## config.mk

```make
export PLATFORM = sky130hd
export DESIGN_NAME = ase_controller
export DESIGN_NICKNAME = d
export VERILOG_FILES = /design/src/rtl/core/ase_pkg.sv /design/src/rtl/core/ase_controller.sv
export SDC_FILE = /design/constraint.sdc
export NUM_CORES = 1
export LEC_CHECK = 0
export BUFFER_PORTS_ARGS = -buffer_cell sky130_fd_sc_hd__buf_2
export CORE_MARGIN = 2
export CORE_UTILIZATION = 40
export DETAILED_ROUTE_END_ITERATION = 7
export GPL_ROUTABILITY_DRIVEN = 1
export SYNTH_ARGS = -nofsm -noshare
export SYNTH_HDL_FRONTEND = slang
export SYNTH_SLANG_ARGS = --single-unit
```

## constraint.sdc

```tcl
create_clock -name clk -period 2.3 [get_ports clk]
set_clock_uncertainty 0.05 [all_clocks]
set_input_delay 0.46 -clock clk [delete_from_list [all_inputs] [get_ports clk]]
set_output_delay 0.46 -clock clk [all_outputs]
set_load 0.01 [all_outputs]
```

## src/rtl/core/ase_pkg.sv

```systemverilog
`default_nettype none
// ----------------------------------------------------------------------------
// Array search engine package
// Shared constants, operation codes and the command/status bundles that
// join the sequencer to the datapath.
// ----------------------------------------------------------------------------
package ase_pkg;

    localparam int ASE_DEPTH = 256;

    // Register file: one 32-bit register, word-addressed by paddr[2].
    localparam int   ASE_ADDR_W           = 3;
    localparam logic ASE_IDX_ACTIVE_COUNT = 1'b0;

    typedef enum logic [2:0] {
        OP_WRITE   = 3'd0,
        OP_FIRST   = 3'd1,
        OP_COUNT   = 3'd2,
        OP_LAST    = 3'd3,
        OP_REPLACE = 3'd4,
        OP_BINARY  = 3'd5,
        OP_NEAREST = 3'd6
    } ase_op_t;

    typedef struct packed {
        ase_op_t mode;
        logic    load;
        logic    wr_item;
        logic    scan_issue;
        logic    wr_repl;
        logic    bs_issue;
        logic    bs_step;
    } ase_cmd_t;

    typedef struct packed {
        logic scan_more;
        logic range_empty;
        logic cmp_eq;
    } ase_status_t;

endpackage

`default_nettype wire

```

## src/rtl/core/ase_controller.sv

```systemverilog
`default_nettype none
// ----------------------------------------------------------------------------
// Array search engine sequencer
// One-hot state machine that accepts a command, steps the datapath through
// the write, the scan or the binary search and raises the result strobe.
// ----------------------------------------------------------------------------
module ase_controller
    import ase_pkg::*;
(
    input  wire          clk,
    input  wire          rst_n,
    input  wire          start,
    input  wire  [2:0]   op,
    input  ase_status_t  status,
    output ase_cmd_t     cmd,
    output logic         busy,
    output logic         done
);

    typedef enum logic [6:0] {
        S_IDLE     = 7'b0000001,
        S_WRITE    = 7'b0000010,
        S_SCAN     = 7'b0000100,
        S_REPL     = 7'b0001000,
        S_BS_ISSUE = 7'b0010000,
        S_BS_CMP   = 7'b0100000,
        S_DONE     = 7'b1000000
    } ase_state_t;

    ase_state_t state_reg;
    ase_state_t state_next;
    ase_op_t    op_reg;
    ase_op_t    op_next;

    always_comb
    begin
        state_next     = state_reg;
        op_next        = op_reg;
        cmd            = '0;
        cmd.mode       = op_reg;
        done           = 1'b0;
        case (state_reg)
            S_IDLE:
            begin
                if (start)
                begin
                    cmd.load = 1'b1;
                    op_next  = ase_op_t'(op);
                    case (ase_op_t'(op))
                        OP_WRITE:                                  state_next = S_WRITE;
                        OP_FIRST, OP_COUNT, OP_LAST, OP_REPLACE:   state_next = S_SCAN;
                        OP_BINARY, OP_NEAREST:                     state_next = S_BS_ISSUE;
                        default:                                   state_next = S_DONE;
                    endcase
                end
            end
            S_WRITE:
            begin
                cmd.wr_item = 1'b1;
                state_next  = S_DONE;
            end
            S_SCAN:
            begin
                // The final compare lands on the same edge that leaves this state.
                if (status.scan_more)
                begin
                    cmd.scan_issue = 1'b1;
                end
                else if (op_reg == OP_REPLACE)
                begin
                    state_next = S_REPL;
                end
                else
                begin
                    state_next = S_DONE;
                end
            end
            S_REPL:
            begin
                cmd.wr_repl = 1'b1;
                state_next  = S_DONE;
            end
            S_BS_ISSUE:
            begin
                if (status.range_empty)
                begin
                    state_next = S_DONE;
                end
                else
                begin
                    cmd.bs_issue = 1'b1;
                    state_next   = S_BS_CMP;
                end
            end
            S_BS_CMP:
            begin
                cmd.bs_step = 1'b1;
                state_next  = status.cmp_eq ? S_DONE : S_BS_ISSUE;
            end
            S_DONE:
            begin
                done       = 1'b1;
                state_next = S_IDLE;
            end
            default:
            begin
                state_next = S_IDLE;
            end
        endcase
    end

    always_ff @(posedge clk or negedge rst_n)
    begin
        if (!rst_n)
        begin
            state_reg <= S_IDLE;
            op_reg    <= OP_WRITE;
        end
        else
        begin
            state_reg <= state_next;
            op_reg    <= op_next;
        end
    end

    assign busy = state_reg != S_IDLE;

endmodule

`default_nettype wire
```

-- Word level (Yosys, flattened, before mapping)
Cells that the tools add are included.
- bits in registers: 10
- bits in latches: 0
- RAM bits: 0
- ROM bits: 0
- input port bits: 9
- output and inout bits: 11
- logic and storage cells: 42
- memories: 0
- $add $sub $neg: 0
- multipliers: 0
- div/mod/pow operators: 0
- order comparisons: 0
- equal/unequal tests: 17
- shift-type cells: 0
- muxes and demuxes: 17
- bitwise gates (word level): 0
- reduce and logical (&&, ||, !) cells: 6
- operators by type and width (kind ; number):
    two-way mux 7 bit ; 5
    one-hot mux 7 bit (5 select lines) ; 1
    one-hot mux 7 bit (3 select lines) ; 1
    equality test 3 bit, second input constant ; 4
    two-way mux 1 bit ; 10
    equality test 7 x 1 -> 1 bit, second input constant ; 1
    equality test 7 x 2 -> 1 bit, second input constant ; 1
    equality test 7 x 3 -> 1 bit, second input constant ; 1
    equality test 7 x 4 -> 1 bit, second input constant ; 1
    equality test 7 x 5 -> 1 bit, second input constant ; 1
    equality test 7 x 6 -> 1 bit, second input constant ; 1
    equality test 7 bit, second input constant ; 1
    != test 7 x 1 -> 1 bit, second input constant ; 1
    equality test 3 x 2 -> 1 bit, second input constant ; 2
    != test 2 bit, second input constant ; 2
    AND reduction 2 bit ; 2
    OR reduction 2 bit ; 2
    OR reduction 4 bit ; 1
    equality test 3 x 1 -> 1 bit, second input constant ; 1
    zero test 3 bit ; 1

-- Depth between registers and ports, before layout
Gate-level depths: netlist of run 1.
- depth after elaboration: 5
- depth in mapped cells: 6

-- Worst setup path before layout of run 1
OpenSTA, ideal clock, no wires.
- path type: register -> output
- start point: register state_reg[5]
- end point: output cmd[1] (netlist bit)
- arrival: 1.530 ns
- data required time: 1.790 ns
- path slack: 0.260 ns
- cell stages (with the launch flop): 5
- path through: dfrtp_1 buf_6 or4_4 buf_6 nor4_1
- RTL lines (what ; line ; RTL):
    from (decl) ; ase_controller.sv:30 ; ase_state_t state_reg;
    from (signal assigned) ; ase_controller.sv:121 ; state_reg <= state_next;
    to (decl) ; ase_controller.sv:15 ; output ase_cmd_t cmd,

-- Worst setup path after layout of run 1
- start point: register state_reg[1]
- end point: output busy
- word-level cells in the longest chain between the ends: 1
- ends and longest elaborated chain (what ; line ; RTL):
    != test 7 x 1 -> 1 bit ; ase_controller.sv:126 ; assign busy = state_reg != S_IDLE;
    to (decl) ; ase_controller.sv:16 ; output logic busy,
No other way between the ends.

==> flow_summary.ini, run 1 <==
[status]
outcome = completed

[drt]
routedWlPerCell_um = 14.37
drt_iter0_drc = 10
postRouteWirelength_um = 1566
first_pass_iters = 5
drc_errors = 0
vias_per_cell = 5.532
vias = 603
detail-route-antenna-nets = 0

[synthesis]
ys_async_sr_fraction_pct = 100.0
synth_fp_nets = 72
synth_cell_types = 37
avgSynthCellArea_um2 = 10.45
synth-edff-count = 0
yosys_warnings = 0
synth.cell_area_um2 = 658.1
synth_top_flop_cell = dfrtp_1
ys_seq_elements = 10
syn_inst = 63
seq_area_frac_synth_pct = 38.21

[sta]
slew_viol_final = 0
slew_headroom_pct = 74.40
fin_crit_sh_pct = 98.89
rsz0062_at_grt = true
tightest_slew_ns = 0.3808
setup_tns_ns = 0
finalHoldViolCount = 0
finalSetupViolCount = 0
timing.fmax_mhz = 439.7
period_needed_ns = 2.274

[grt]
grt_overflow = 0
grtUsageMet3_pct = 4.898
grt_antenna_before_repair = 0
grt_use_met2_pct = 25.51
grt_busiest_layer = met2
gr-usage-met1_pct = 20.96
grt_max_degree = 11
grt_pass1_vias = 472
grt_pass1_wl_um = 2263
grt_util_all_layers_pct = 15.94

[min_path]
hold_start = status[1]
hold_path_depth = 2
worstHoldPathType = in -> reg
min_to = state_reg[5]

[worst_setup_path]
r2r_cells = 5
reg2reg_slack_ns = 0.38
path_max_fanout = 5
path_cells = or3_4 > nor3_4 > buf_4 > nand2_1 > buf_2
r2r-end = op_reg[0]
cp.arrival_ns = 1.76
slowest_stage = or3_4
worstSetupPathType = reg -> out
crit_path_max_incr_delay_ns = 0.44
worst_ep_required_time_ns = 1.79
worst_setup_path_start_kind = flop
r2r-start = state_reg[1]
cp-end-kind = output port

[clock_network]
root_buffer = clkbuf_4
path_clk_slew_ns = 0.07
cts_made_buffers = 3
clk_path_buf_depth = 2
insertion_delay_ns = 0.26
htree_levels = 1
cts_tree = built
cts.sinks = 10

[placed_design]
routabilityCongestion = 0.7887
io_buffer_count = 19
place_area_um2 = 749.5
hpwl_um = 1095

[die]
initial_core_util_pct = 43.19
die_area_mm2 = 0.001986
core_area_mm2 = 0.001524
io_pins = 20
die_h_um = 44.56
die_w_um = 44.56
rows = 14

[cells_and_area]
diodes = 0
area_delta_synth_final_pct = 36.50
fin_nets = 103
largest_reg_flops = 7
drive_gt1_share_pct = 48.39
fillCellCount = 139
design_area_um2 = 898.4

[power]
total_power_uw = 909.3
ir_drop_uv = 571.5
power.leakage_uw = 0.0003993
power_density_mw_per_mm2 = 1012

[job]
cap_violations = 0
==> cell families after synthesis <==
group	Yosys count	synth area share [%]
multiplexers	3	5.133
flip-flops	10	38.21
XOR/XNOR	3	3.993
buffers and inverters	6	5.891
AO/OA/AOI/OAI	9	12.55
AND/OR/NAND/NOR	32	34.22
==> per-layer routing <==
layer	up-vias	wire length (µm)
met5	-	0
met4	0	0
met3	0	80
met2	16	748
met1	286	738
li1	301	-
==> worst max-delay path: cells and delay by family, from the launching register on <==
family	cells	cell delay, ns
flops	1	0.40
buf+inv	2	0.31
simple gates	3	0.79
==> layout by cell type (no fill, tap or decap), types with 2 or more instances in the layout <==
| master | count |
|---|---|
| buf_2 | 18 |
| nor4_1 | 6 |
| xor2_1 | 2 |
| nand4_1 | 2 |
| clkbuf_4 | 3 |
| buf_4 | 10 |
| nand2b_1 | 4 |
| mux2_1 | 3 |
| dfrtp_1 | 8 |
| nand3b_1 | 2 |
| nand2_1 | 2 |
| nor2_1 | 3 |
==> cell usage after synthesis, types with 2 or more instances <==
master	count	share of area [%]
nor2_1	3	1.7
nand4_1	2	1.9
dfrtp_1	9	34
xor2_1	2	2.7
buf_6	2	3.4
nand3b_1	2	2.3
nor4_1	7	6.7
mux2_1	3	5.1
nand2_1	2	1.1
nand2b_1	4	3.8
==> worst max-delay path by stage <==
stage | slack (ns) | end | cells past startpoint | from
2_1_floorplan | 0.26 | cmd[1] | 4 | state_reg[5]
3_3_place_gp | 0.15 | cmd[3] | 4 | state_reg[3]
3_5_place_dp | 0.10 | cmd[3] | 4 | state_reg[3]
4_1_cts | 0.0004 | cmd[1] | 3 | state_reg[2]
5_1_grt | -0.07 | busy | 5 | state_reg[1]
6_report | 0.03 | busy | 5 | state_reg[1]
==> stage by stage <==
stage / util (%) / setup slack [ns] / instances / hold WS (ns)
finish: 58.95 / 0.02562 / 109 / 0.3300
global route: 58.95 / -0.06649 / 109 / 0.3353
CTS: 54.11 / 0.0004260 / 100 / 0.3294
detailed placement: 49.18 / 0.1007 / 95 / 0.2829
global placement: 49.18 / 0.1485 / 95 / 0.2858
floorplan: - / 0.2604 / 63 / 0.1144
==> cell type report <==
| type | count | area [µm²] | area share (%) |
|---|---|---|---|
| multi-input combinational | 47 | 395.4 | 44.01 |
| tap | 16 | 20.02 | 2.228 |
| timing repair buffer | 30 | 186.4 | 20.75 |
| clock buffer | 4 | 36.28 | 4.039 |
| sequential | 10 | 252.7 | 28.13 |
| inverter | 2 | 7.507 | 0.8357 |
==> power by group <==
group	internal [µW]	switching (µW)
clock	96.0	64.3
combinational	226	214
sequential	235	73.7
total	557	352
==> repair_timing <==
action,4_1_cts,5_1_grt
pin swaps,0,3
endpoints found under the setup margin,3,4
hold buffers,1,0
buffers inserted,0,9
hold endpoints to repair,9,0
resized for setup,5,1
(Power assumes the default switching activity.)
==> inputs of run 2 (changes only) <==
==> constraint.sdc (replaced) <==
create_clock -name clk -period 2.3 [get_ports clk]
set_clock_uncertainty 0.05 [all_clocks]
set_input_delay 0.23 -clock clk [delete_from_list [all_inputs] [get_ports clk]]
set_output_delay 0.23 -clock clk [all_outputs]
set_load 0.01 [all_outputs]
==> flow_summary.ini, run 2 (same netlist as run 1, synthesis figures left out) <==
[grt]
grt_util_all_layers_pct = 16.05
grt_pass1_vias = 477
grt_max_degree = 11
grt_pass1_wl_um = 2270
grt_antenna_before_repair = 0
grt_overflow = 0

[drt]
routedWlPerCell_um = 14.08
detail-route-antenna-nets = 0
vias_per_cell = 5.596
drc_errors = 0
drt_iter0_drc = 10
postRouteWirelength_um = 1394
vias = 554
first_pass_iters = 4

[sta]
fin_crit_sh_pct = 93.83
setup_tns_ns = 0
timing.hold.ws_ns = 0.09340
slew_headroom_pct = 73.93
rsz0062_at_grt = false
finalHoldViolCount = 0
timing.fmax_mhz = 463.4
tightest_slew_ns = 0.3878
slew_viol_final = 0
finalSetupViolCount = 0
period_needed_ns = 2.158

[placed_design]
hpwl_um = 1068
dp_cells = 94
routabilityCongestion = 0.7768
io_buffer_count = 19

[power]
p_seq_share_pct = 37.7
power.leakage_uw = 0.0003497
power_density_mw_per_mm2 = 1026
power_frac_comb_pct = 41.9
internal-power_uw = 489.8
total_power_uw = 815.3
swShare_pct = 39.93
p_switching_uw = 325.5
pwr-share-clk_pct = 20.5
ir_drop_uv = 563.7

[job]
cap_violations = 0

[die]
core_area_mm2 = 0.001524
initial_core_util_pct = 43.19
io_pins = 20
rows = 14
die_area_mm2 = 0.001986
die_h_um = 44.56
die_w_um = 44.56

[cells_and_area]
fin_nets = 93
diodes = 0
final_cell_mix = buf_2 (19), dfrtp_1 (9), nor4_1 (6), nand2b_1 (4)
largest_reg_flops = 7
drive_gt1_share_pct = 39.76
fillCellCount = 140
area_delta_synth_final_pct = 20.72
mostFrequentLayoutCell = buf_2
final_util_pct = 52.13
layout.cells.non_filler = 99

[min_path]
worstHoldPathType = in -> reg

[clock_network]
htree_levels = 1
cts_setup_buffers = 0
path_clk_slew_ns = 0.07
cts.sinks = 10
clk_path_buf_depth = 2
cts_tree = built
root_buffer = clkbuf_4
cts_made_buffers = 3
insertion_delay_ns = 0.28

[worst_setup_path]
crit_path_max_incr_delay_ns = 0.53
cp-end-kind = output port
slowest_stage = or3_1
cp.buffers_inverters = 1
cp.arrival_ns = 1.88
worst_setup_path_start_kind = flop
path_cells = or3_1 > nor4_2 > and2_1 > buf_2
worstSetupPathType = reg -> out
path_max_fanout = 6
worst_ep_required_time_ns = 2.02
cp_top_family = simple AND/OR/NAND/NOR gates

[status]
outcome = completed
-- run 2: cell count changes in the layout (fill, tap and decap cells not counted) --
cell     change
buf_2        +1
buf_4       -10
buf_6        -1
dfrtp_1      +1
dfrtp_2      -1
nand3_2      +1
nand3_4      -1
nor4_2       +1
nor4_4       -1
or3_1        +1
or3_4        -1
-- run 2: worst paths after layout --
check | from | end | slack (ns) | depth (start not counted)
max | state_reg[3] | cmd[3] | 0.14 | 4
min | status[1] | state_reg[5] | 0.09 | 2
max reg2reg | state_reg[3] | op_reg[2] | 0.37 | 4
min reg2reg | op_reg[0] | op_reg[0] | 0.48 | 1
max in group asynchronous | rst_n | state_reg[0] | 1.66 | 2
min in group asynchronous | rst_n | state_reg[6] | 0.28 | 2
-- run 2: layout make-up --
| type | count | area (µm²) | area share [%] |
|---|---|---|---|
| multi-input cells | 47 | 374.1 | 47.09 |
| flip-flops and latches | 10 | 251.5 | 31.65 |
| repair buffers | 20 | 105.1 | 13.23 |
| clock buffers | 4 | 36.28 | 4.567 |
| well taps | 16 | 20.02 | 2.520 |
| inverters | 2 | 7.507 | 0.9449 |
-- run 2: power by group through the flow --
stage	sequential [µW]	clock [µW]	combinational, µW
2_1_floorplan	286	0	276
3_3_place_gp	306	0	339
3_5_place_dp	310	0	337
4_1_cts	306	173	341
5_1_grt	316	182	374
6_report	307	167	341
-- run 2: metal layers --
layer,part of all wire [%],vias up,global-route usage (%)
met4,2.1,0,9.091
met1,49,257,22.34
met2,45,15,23.48
li1,-,279,-
met5,0,-,0
met3,4.3,3,2.449
-- run 2: timing repair --
action / 4_1_cts / 5_1_grt
setup endpoints to repair: 0 / 1
hold endpoints to repair: 10 / 0
hold buffers: 1 / 0
resized for setup: 0 / 1
-- run 2: through the flow --
stage / worst slack (ns) / area, µm²
6_report: 0.1419 / 794.5
3_3_place_gp: 0.3737 / 742.0
2_1_floorplan: 0.4904 / 658.1
3_5_place_dp: 0.3580 / 742.0
4_1_cts: 0.05314 / 788.3
5_1_grt: 0.04156 / 794.5
==> inputs of run 3 (changes only) <==
- CORE_MARGIN: 2 -> default
- PLACE_DENSITY: default -> 0.74
==> flow_summary.ini, run 3 (same netlist as run 1, synthesis figures left out) <==
[status]
outcome = completed

[sta]
fin_crit_sh_pct = 92.80
finalHoldViolCount = 0
finalSetupViolCount = 0
slew_viol_final = 0
period_needed_ns = 2.135
slew_headroom_pct = 70.41
setup_tns_ns = 0
timing.fmax_mhz = 468.5
tightest_slew_ns = 0.4401
rsz0062_at_grt = false

[drt]
vias_per_cell = 5.535
highest_layer = met4
routedWlPerCell_um = 12.36
vias = 548
wl_met1_um = 546
drt_iter0_drc = 6
met2_length_um = 609
postRouteWirelength_um = 1224
dr_wl_met3_um = 42
detail-route-antenna-nets = 0
drc_errors = 0
first_pass_iters = 3

[clock_network]
cts_tree = built
htree_levels = 1
cts_made_buffers = 3
insertion_delay_ns = 0.26
path_clk_slew_ns = 0.06
clk_path_buf_depth = 2
root_buffer = clkbuf_4
cts.sinks = 10

[power]
total_power_uw = 794.8
ir_drop_uv = 615.1
p_seq_share_pct = 38.0
power_density_mw_per_mm2 = 1000
p_switching_uw = 304.9
pwr-share-clk_pct = 19.0
power.leakage_uw = 0.0003497
internal-power_uw = 489.9
swShare_pct = 38.36
power_frac_comb_pct = 43.0

[cells_and_area]
fin_nets = 93
mostFrequentLayoutCell = buf_2
largest_reg_flops = 7
final_cell_mix = buf_2 (19), dfrtp_1 (9), nor4_1 (6), nand2b_1 (4)
drive_gt1_share_pct = 39.76
layout.cells.non_filler = 99
area_delta_synth_final_pct = 20.72
fillCellCount = 140
diodes = 0

[grt]
grt_pass1_vias = 505
grt_pass1_wl_um = 2070
grt_max_degree = 11
grt_antenna_before_repair = 0
grt_util_all_layers_pct = 15.45
grt_overflow = 0

[worst_setup_path]
worstSetupPathType = reg -> out
cp-end-kind = output port
worst_setup_path_start_kind = flop
cp.arrival_ns = 1.85
worst_ep_required_time_ns = 2.02
path_max_fanout = 6

[die]
die_h_um = 42.56
die_area_mm2 = 0.001811
io_pins = 20
core_area_mm2 = 0.001524
rows = 14
die_w_um = 42.56
initial_core_util_pct = 43.19

[job]
cap_violations = 0

[placed_design]
io_buffer_count = 19
routabilityCongestion = 0.7706
hpwl_um = 1018
dp_cells = 94

[min_path]
worstHoldPathType = in -> reg
run 3: area by class of cell:
cell class                      count  area, µm²  share of cell area (%)
Tap cell                           16      20.02                   2.520
Multi-Input combinational cell     47      374.1                   47.09
Clock buffer                        4      36.28                   4.567
Timing Repair Buffer               20      105.1                   13.23
Sequential cell                    10      251.5                   31.65
Inverter                            2      7.507                  0.9449
run 3: metrics by stage:
stage / area, µm² / setup WS (ns) / hold slack [ns] / utilization [%]
after floorplan: 658.1 / 0.4904 / -0.1156 / -
after global placement: 742.0 / 0.3908 / 0.04360 / 48.69
after detailed placement: 742.0 / 0.3730 / 0.04559 / 48.69
after CTS: 788.3 / 0.08115 / 0.1045 / 51.72
after global routing: 794.5 / 0.06712 / 0.1183 / 52.13
final: 794.5 / 0.1655 / 0.1127 / 52.13
run 3: power by group through the flow:
stage / Clock, µW / Sequential, µW / Combinational (µW)
final: 151 / 302 / 342
after CTS: 156 / 300 / 343
after global routing: 163 / 314 / 375
after floorplan: 0 / 286 / 276
after detailed placement: 0 / 304 / 341
after global placement: 0 / 302 / 335
run 3: metal layers:
metal	global-route usage, %	vias up
met4	9.375	0
met3	3.017	4
met2	28.00	14
met5	0	-
li1	-	282
met1	16.12	248
run 3: worst max-delay path: stages (launching register included):
cell	delay, ns
dfrtp_1	0.42
or3_1	0.51
nor4_2	0.34
and2_1	0.19
buf_2	0.13
run 3: final timing paths:
kind                               from            to  slack (ns)  depth (start not counted)
min                           status[2]  state_reg[3]        0.11                          2
max                        state_reg[3]        cmd[3]        0.17                          4
min reg2reg                   op_reg[0]     op_reg[0]        0.47                          1
max in group asynchronous         rst_n  state_reg[0]        1.65                          2
min in group asynchronous         rst_n  state_reg[5]        0.30                          2
max reg2reg                state_reg[3]     op_reg[2]        0.39                          4
run 3: repair_timing:
item,4_1_cts,5_1_grt
endpoints found under the hold margin,10,0
hold buffers,1,0
resized for setup,0,1
setup buffers,0,0
setup endpoints to repair,0,1
